## config.mk

```make
export PLATFORM = sky130hd
export DESIGN_NAME = twl_mod_unit
export DESIGN_NICKNAME = d
export VERILOG_FILES = /design/src/rtl/twl_pkg.sv /design/src/rtl/twl_mod_unit.sv
export SDC_FILE = /design/constraint.sdc
export NUM_CORES = 1
export LEC_CHECK = 0
export ABC_AREA = 0
export BUFFER_PORTS_ARGS = -buffer_cell sky130_fd_sc_hd__buf_2
export CELL_PAD_IN_SITES_DETAIL_PLACEMENT = 2
export CELL_PAD_IN_SITES_GLOBAL_PLACEMENT = 2
export CORE_ASPECT_RATIO = 0.6
export CORE_MARGIN = 4
export CORE_UTILIZATION = 30
export DETAILED_ROUTE_END_ITERATION = 12
export PLACE_DENSITY = 0.66
export SKIP_LAST_GASP = 1
export SLEW_MARGIN = 20
export SYNTH_ARGS = -nofsm -noshare
export SYNTH_HDL_FRONTEND = slang
export SYNTH_SLANG_ARGS = --single-unit
```

## constraint.sdc

```tcl
create_clock -name clock -period 1.25 [get_ports clock]
set_input_delay 0.125 -clock clock [delete_from_list [all_inputs] [get_ports clock]]
set_output_delay 0.125 -clock clock [all_outputs]
set_load 0.1 [all_outputs]
```

## src/rtl/twl_pkg.sv

```systemverilog
// Shared types, field widths and verdict codes of the trie word lookup.
package twl_pkg;

   localparam int IndexFieldW       = 12;
   localparam int LetterW           = 8;
   localparam int SiblingW          = 8;
   localparam int DefaultCells      = 4096;
   localparam int DefaultMaxSibling = 255;

   localparam logic       ReqLoad   = 1'b0;
   localparam logic       ReqLetter = 1'b1;
   localparam logic [7:0] EndLetter = 8'd0;

   localparam logic [1:0] VerdictWord      = 2'd0;
   localparam logic [1:0] VerdictPrefix    = 2'd1;
   localparam logic [1:0] VerdictMiss      = 2'd2;
   localparam logic [1:0] VerdictUndecided = 2'd3;

   typedef struct packed {
      logic [LetterW-1:0]     letter;
      logic [IndexFieldW-1:0] child;
      logic                   has_child;
      logic [SiblingW-1:0]    siblings;
   } cell_type;

   typedef struct packed {
      logic                   req_type;
      logic [IndexFieldW-1:0] cell_index;
      logic [LetterW-1:0]     cell_letter;
      logic [IndexFieldW-1:0] cell_child;
      logic                   cell_has_child;
      logic [SiblingW-1:0]    cell_siblings;
      logic [LetterW-1:0]     letter;
   } req_payload_type;

   typedef struct packed {
      logic [1:0] verdict;
   } rsp_payload_type;

endpackage

```

## src/rtl/twl_mod_unit.sv

```systemverilog
// Shared index reducer: folds a 12-bit cell index into the table depth.
module twl_mod_unit #(
   parameter int CELLS = 4096,
   parameter int IW    = 12
) (
   input  logic          clock,
   input  logic          reset,
   input  logic          start,
   input  logic [11:0]   value,
   output logic          done,
   output logic [IW-1:0] result
);
   import twl_pkg::*;

   localparam int RecipW = 2 * IndexFieldW;
   localparam int ProdW  = RecipW + IndexFieldW;
   // A depth of 4096 or more already holds every 12-bit index.
   localparam bit Fits = (CELLS >= (1 << IndexFieldW));
   // Rounded-up reciprocal: the floor quotient is exact for 12-bit values
   // whenever the depth is above 1 and below 4096.
   localparam logic [RecipW-1:0] Recip =
      RecipW'(((1 << RecipW) + CELLS - 1) / CELLS);
   localparam logic [IndexFieldW-1:0] CellsW = IndexFieldW'(CELLS);

   logic                   busy_ff, busy_in;
   logic                   done_ff, done_in;
   logic [IndexFieldW-1:0] val_ff, val_in;
   logic [IndexFieldW-1:0] quo_ff, quo_in;
   logic [IW-1:0]          rem_ff, rem_in;
   logic [ProdW-1:0]       prod;
   logic [IndexFieldW-1:0] diff;

   // On start: quotient by reciprocal multiplication, registered with the value.
   // While busy: subtract quotient times depth to get the remainder, then raise done.
   always_comb begin
      busy_in = 1'b0;
      done_in = 1'b0;
      val_in  = val_ff;
      quo_in  = quo_ff;
      rem_in  = rem_ff;
      prod    = {{RecipW{1'b0}}, value} * {{IndexFieldW{1'b0}}, Recip};
      diff    = val_ff - quo_ff * CellsW;
      if (start) begin
         busy_in = 1'b1;
         val_in  = value;
         quo_in  = prod[RecipW +: IndexFieldW];
      end else if (busy_ff) begin
         done_in = 1'b1;
         rem_in  = Fits ? IW'(val_ff) : IW'(diff);
      end
   end

   always_ff @(posedge clock) begin
      if (reset) begin
         busy_ff <= 1'b0;
         done_ff <= 1'b0;
      end else begin
         busy_ff <= busy_in;
         done_ff <= done_in;
      end
      val_ff <= val_in;
      quo_ff <= quo_in;
      rem_ff <= rem_in;
   end

   assign done   = done_ff;
   assign result = rem_ff;

endmodule

```

==> results.yml, run 1 <==
outcome:
  status: "complete, no violations"
timing:
  finalClockSkew_ns: 0.00616
  relSlewSlack_pct: 67.1
  maxSlewViolCount: 0
  rsz0062_at_grt: "no"
  final_hold_viol_count: 0
  tightest_slew_ns: 0.497
  fin_crit_ns: 1.18
  setup_slack_ns: 0.0674
  setup_viol: 0
  max_freq_mhz: 846
  min_period_over_period_pct: 94.6
  tns_ns: 0
detailed_routing:
  vias: 388
  ant_nets: 0
  wire_per_inst_um: 16.4
  drt_first_pass_iters: 3
  route.detailed.drc: 0
  first_iter_violations: 46
  wirelength_um: 1540
  vias_per_cell: 4.13
pwr:
  powerDensity_mw_per_mm2: 1560
  p_clk_share_pct: 32.5
  irDropWorstVdd_mv: 0.683
  pwr-share-seq_pct: 62.2
  switching_share_pct: 19.6
  p_comb_share_pct: 5.3
  p_leak_nw: 0.400
  p_switching_w: 0.000317
  p_int_w: 0.00130
logic_synthesis:
  synth_edf_count: 24
  yosysMostFrequentCell: "edfxtp_1"
  synth_flop_cell: "edfxtp_1"
  ys_types: 5
  synth_common_cells: "edfxtp_1, dfxtp_1, nor2b_1, nor2b_2, nor3b_2"
  netlist.top_cell.by_area: "edfxtp_1"
  ys_top_cells_by_area: "edfxtp_1, dfxtp_1, nor3b_2, nor2b_2, nor2b_1"
  postSynth.asyncResetShare_pct: 0
  synth_top_cell_area_share_pct: 91.4
  ys_seq_elements: 26
  yosysSeqAreaShare_pct: 96.5
  synthesis.area_sq_um: 788
  syn_nets: 44
  synth_cells: 29
  yosysWarningCount: 0
  syn_avg_cell_area_sq_um: 27.2
clock_tree:
  cts_max_level: 1
  clk-insertion-delay-late_ns: 0.27
  cts-root-buf: "clkbuf_8"
  clockBufferDepth: 2
  cts_buffers: 3
  clk_pin_slew_worst_paths_ns: 0.09
  cts_tree: "yes"
  cts_setup_buffers: 0
  cts.sinks: 26
floorplan:
  die_area_sq_mm: 0.00354
  rows: 14
  ios: 28
  die_h_um: 47.7
  core_area_sq_mm: 0.00250
  chipWidth_um: 74.2
  initial_utilization_pct: 31.5
hold_path:
  min_path_type: "in2reg"
critical_path:
  r2r_cells: 2
  critPathMaxStageDelay_ns: 0.43
  path_cells: "buf_2"
  path_depth: 1
  crit_required_ns: 1.12
  rr_endpoint: "result[2]"
  startpoint_type: "flop"
  criticalPathCategory: "reg2out"
  worst-path-buf-inv: 1
  critPathCapture: "result[5]"
  path_max_fanout: 1
  critPathArrivalTime_ns: 1.06
  critPathTopFamily: "buffers and inverters"
  critical-path-slowest-cell: "buf_2"
  r2r_slack_ns: 0.27
  setup.worst_path.start: "result[5]"
  cp-end-kind: "output port"
  r2r-start: "busy_ff"
grt:
  grt_usage_pct: 9.54
  overflow: 0
  grt_max_degree: 15
  antenna_found_initial: 0
  grt_pass1_wl_um: 2210
  grt_pass1_vias: 406
finish:
  nets: 78
  drive_gt1_share_pct: 58.1
  syn2layout_area_growth_pct: 31.7
  antenna_cells: 0
placement:
  place_ws_ns: 0.297
  port_buffers: 27
  finalWeightedCongestion: 0.601
run:
  max-cap-violations: 0
cell type report:
type	instances	area [sq um]
clock buffer	4	55.1
fill	236	1470
multi-input combinational	3	30.0
sequential	26	761
tap	32	40.0
timing repair buffer	29	153
layout by cell type, fill, tap and decap left out, drive strengths merged:
cell type	count
nor2b	2
nor3b	1
edfxtp	24
clkbuf	5
dfxtp	2
buf	28
stage by stage:
step	cell area [sq um]	util, %	power, W	instances	hold slack (ns)
after global routing	1040	41.5	0.00168	94	0.0154
after global placement	981	39.2	0.00111	90	0.302
after detailed placement	981	39.2	0.00111	90	0.304
final	1040	41.5	0.00162	94	0.0261
after floorplan	791	-	0.00107	29	0.191
after CTS	1040	41.4	0.00164	94	0.0202
layer usage:
metal | wire length (um) | global-route usage (%) | vias to the layer above
li1 | - | - | 178
met1 | 674 | 11.8 | 194
met2 | 743 | 15.5 | 14
met3 | 103 | 3.98 | 2
met4 | 19 | 3.25 | 0
met5 | 0 | 0 | -
cell families (layout without fill, tap and decap cells):
family / count (synthesis) / in the layout / synth area share, %
AND/OR/NAND/NOR: 3 / 3 / 3.49
flip-flops: 26 / 26 / 96.5
buffers and inverters: 0 / 33 / 0
power groups by stage:
stage	registers, W	logic [W]	clock network (W)
6_report	0.00101	0.0000854	0.000527
3_3_place_gp	0.00102	0.0000843	0
2_1_floorplan	0.00106	0.00000790	0
4_1_cts	0.00101	0.0000872	0.000546
5_1_grt	0.00101	0.0000915	0.000581
3_5_place_dp	0.00103	0.0000864	0
what timing repair did:
action,CTS,global route
setup endpoints to repair,0,1
gates resized for setup,0,1
hold buffers,0,0
state kept, by name (all words and copies together), names as in the netlist:
register	cells
val_ff	12
busy_ff	1
done	1
result	12
how the worst min path moves through the flow:
stage	start	to	slack, ns	depth (start not counted)
global route	value[6]	val_ff[6]	0.02	1
finish	value[8]	val_ff[8]	0.03	1
detailed placement	value[6]	val_ff[6]	0.30	1
floorplan	reset	busy_ff	0.19	1
global placement	value[7]	val_ff[7]	0.30	1
CTS	value[8]	val_ff[8]	0.02	1
Note: power is estimated with default switching activity, not from simulation.
==> run 2: changes to the inputs <==
--- a/config.mk
+++ b/config.mk
@@ -13,7 +13,7 @@
 export CORE_MARGIN = 4
 export CORE_UTILIZATION = 30
 export DETAILED_ROUTE_END_ITERATION = 12
-export PLACE_DENSITY = 0.66
+export PLACE_DENSITY_LB_ADDON = 0.1
 export SKIP_LAST_GASP = 1
 export SLEW_MARGIN = 20
 export SYNTH_ARGS = -nofsm -noshare
==> run 2 against run 1 <==
  * Clock power is 11% lower
  * Critical endpoint is now result[6]
  * First-iteration DRC count down 20%
  * Clock skew is essentially flat
==> results.yml, run 2 (same netlist as run 1, synthesis figures left out) <==
finish:
  layout_common_cells: "buf_2, edfxtp_1, clkbuf_8"
  antenna_cells: 0
  syn2layout_area_growth_pct: 30.2
  fin_area_sq_mm: 0.00103
  nets: 78
  drive_gt1_share_pct: 56.5
  nFillCells: 261
  final_common_cell: "buf_2"
critical_path:
  path_depth: 1
  worst-path-buf-inv: 1
  critPathTopFamily: "buffers and inverters"
  criticalPathCategory: "reg2out"
  path_cells: "buf_2"
  crit_required_ns: 1.12
  critical-path-slowest-cell: "buf_2"
  critPathMaxStageDelay_ns: 0.43
  startpoint_type: "flop"
  cp-end-kind: "output port"
  critPathArrivalTime_ns: 1.06
  path_max_fanout: 1
  r2r_cells: 2
timing:
  min_period_over_period_pct: 95.0
  setup_viol: 0
  fin_crit_ns: 1.19
  setup_slack_ns: 0.0626
  tightest_slew_ns: 0.497
  relSlewSlack_pct: 67.1
  final_hold_viol_count: 0
  maxSlewViolCount: 0
  finalClockSkew_ns: 0.00602
  tns_ns: 0
  max_freq_mhz: 842
  rsz0062_at_grt: "no"
  hold_ws_ns: 0.0281
grt:
  antenna_found_initial: 0
  met3_usage_pct: 5.24
  grt_max_degree: 15
  grt_usage_pct: 9.73
  gr-max-usage-layer: "met2"
  grt_pass1_vias: 428
  overflow: 0
  grt_pass1_wl_um: 2230
  grt_util_met2_pct: 15.8
  use_met1_pct: 11.7
detailed_routing:
  route.detailed.drc: 0
  drt_first_pass_iters: 3
  vias: 388
  ant_nets: 0
  wire_per_inst_um: 16.7
  vias_per_cell: 4.13
  first_iter_violations: 37
  wirelength_um: 1570
floorplan:
  ios: 28
  initial_utilization_pct: 31.5
  die_area_sq_mm: 0.00354
  chipWidth_um: 74.2
  die_h_um: 47.7
  rows: 14
  core_area_sq_mm: 0.00250
clock_tree:
  clk-insertion-delay-late_ns: 0.27
  clockBufferDepth: 2
  cts_tree: "yes"
  cts_setup_buffers: 0
  cts-root-buf: "clkbuf_8"
  clk_pin_slew_worst_paths_ns: 0.09
  cts.sinks: 26
  cts_buffers: 3
  cts_resized: 0
  cts_hold_buffers: 0
  cts_max_level: 1
placement:
  placed_cell_area_sq_um: 981
  port_buffers: 27
  place_ws_ns: 0.246
  finalWeightedCongestion: 0.634
hold_path:
  min_path_type: "in2reg"
  whs_path_depth: 1
run:
  max-cap-violations: 0
pwr:
  p_leak_nw: 0.393
  powerDensity_mw_per_mm2: 1520
  irDropWorstVdd_mv: 0.732
outcome:
  status: "complete, no violations"
[run 2: cell count changes in the layout (fill, tap and decap cells not counted), sizes merged]
cell,change
buf,+1
clkbuf,-1
[run 2: per-stage QoR]
| stage | total power (W) | utilization [%] | cells |
|---|---|---|---|
| after global routing | 0.00164 | 41.0 | 94 |
| after floorplan | 0.00107 | - | 29 |
| after global placement | 0.00111 | 39.2 | 90 |
| after CTS | 0.00159 | 41.0 | 94 |
| after detailed placement | 0.00112 | 39.2 | 90 |
| final | 0.00156 | 41.0 | 94 |
[run 2: layout make-up]
type                       instances  area (sq um)  share of cell area [%]
sequential                        26           761                    74.1
timing repair buffer              29           150                    14.6
clock buffer                       4          45.0                    4.39
tap                               32          40.0                    3.90
multi-input combinational          3          30.0                    2.93
[run 2: per-layer routing]
| layer | routed length (um) | up-vias | part of all wire [%] |
|---|---|---|---|
| li1 | - | 177 | - |
| met1 | 661 | 192 | 42 |
| met2 | 761 | 19 | 48 |
| met3 | 148 | 0 | 9.4 |
| met4 | 0 | 0 | 0 |
| met5 | 0 | - | 0 |
[run 2: worst paths after layout]
check            start   endpoint  slack (ns)
min reg2reg  val_ff[7]  result[7]        0.43
max reg2reg    busy_ff  result[8]        0.27
max          result[6]  result[6]        0.06
min           value[1]  val_ff[1]        0.03
[run 2: power breakdown]
group	internal, W	switching, W	total (W)
Sequential	0.000997	0.0000135	0.00101
Clock	0.000228	0.000239	0.000467
Combinational	0.0000253	0.0000602	0.0000855
Total	0.00125	0.000313	0.00156
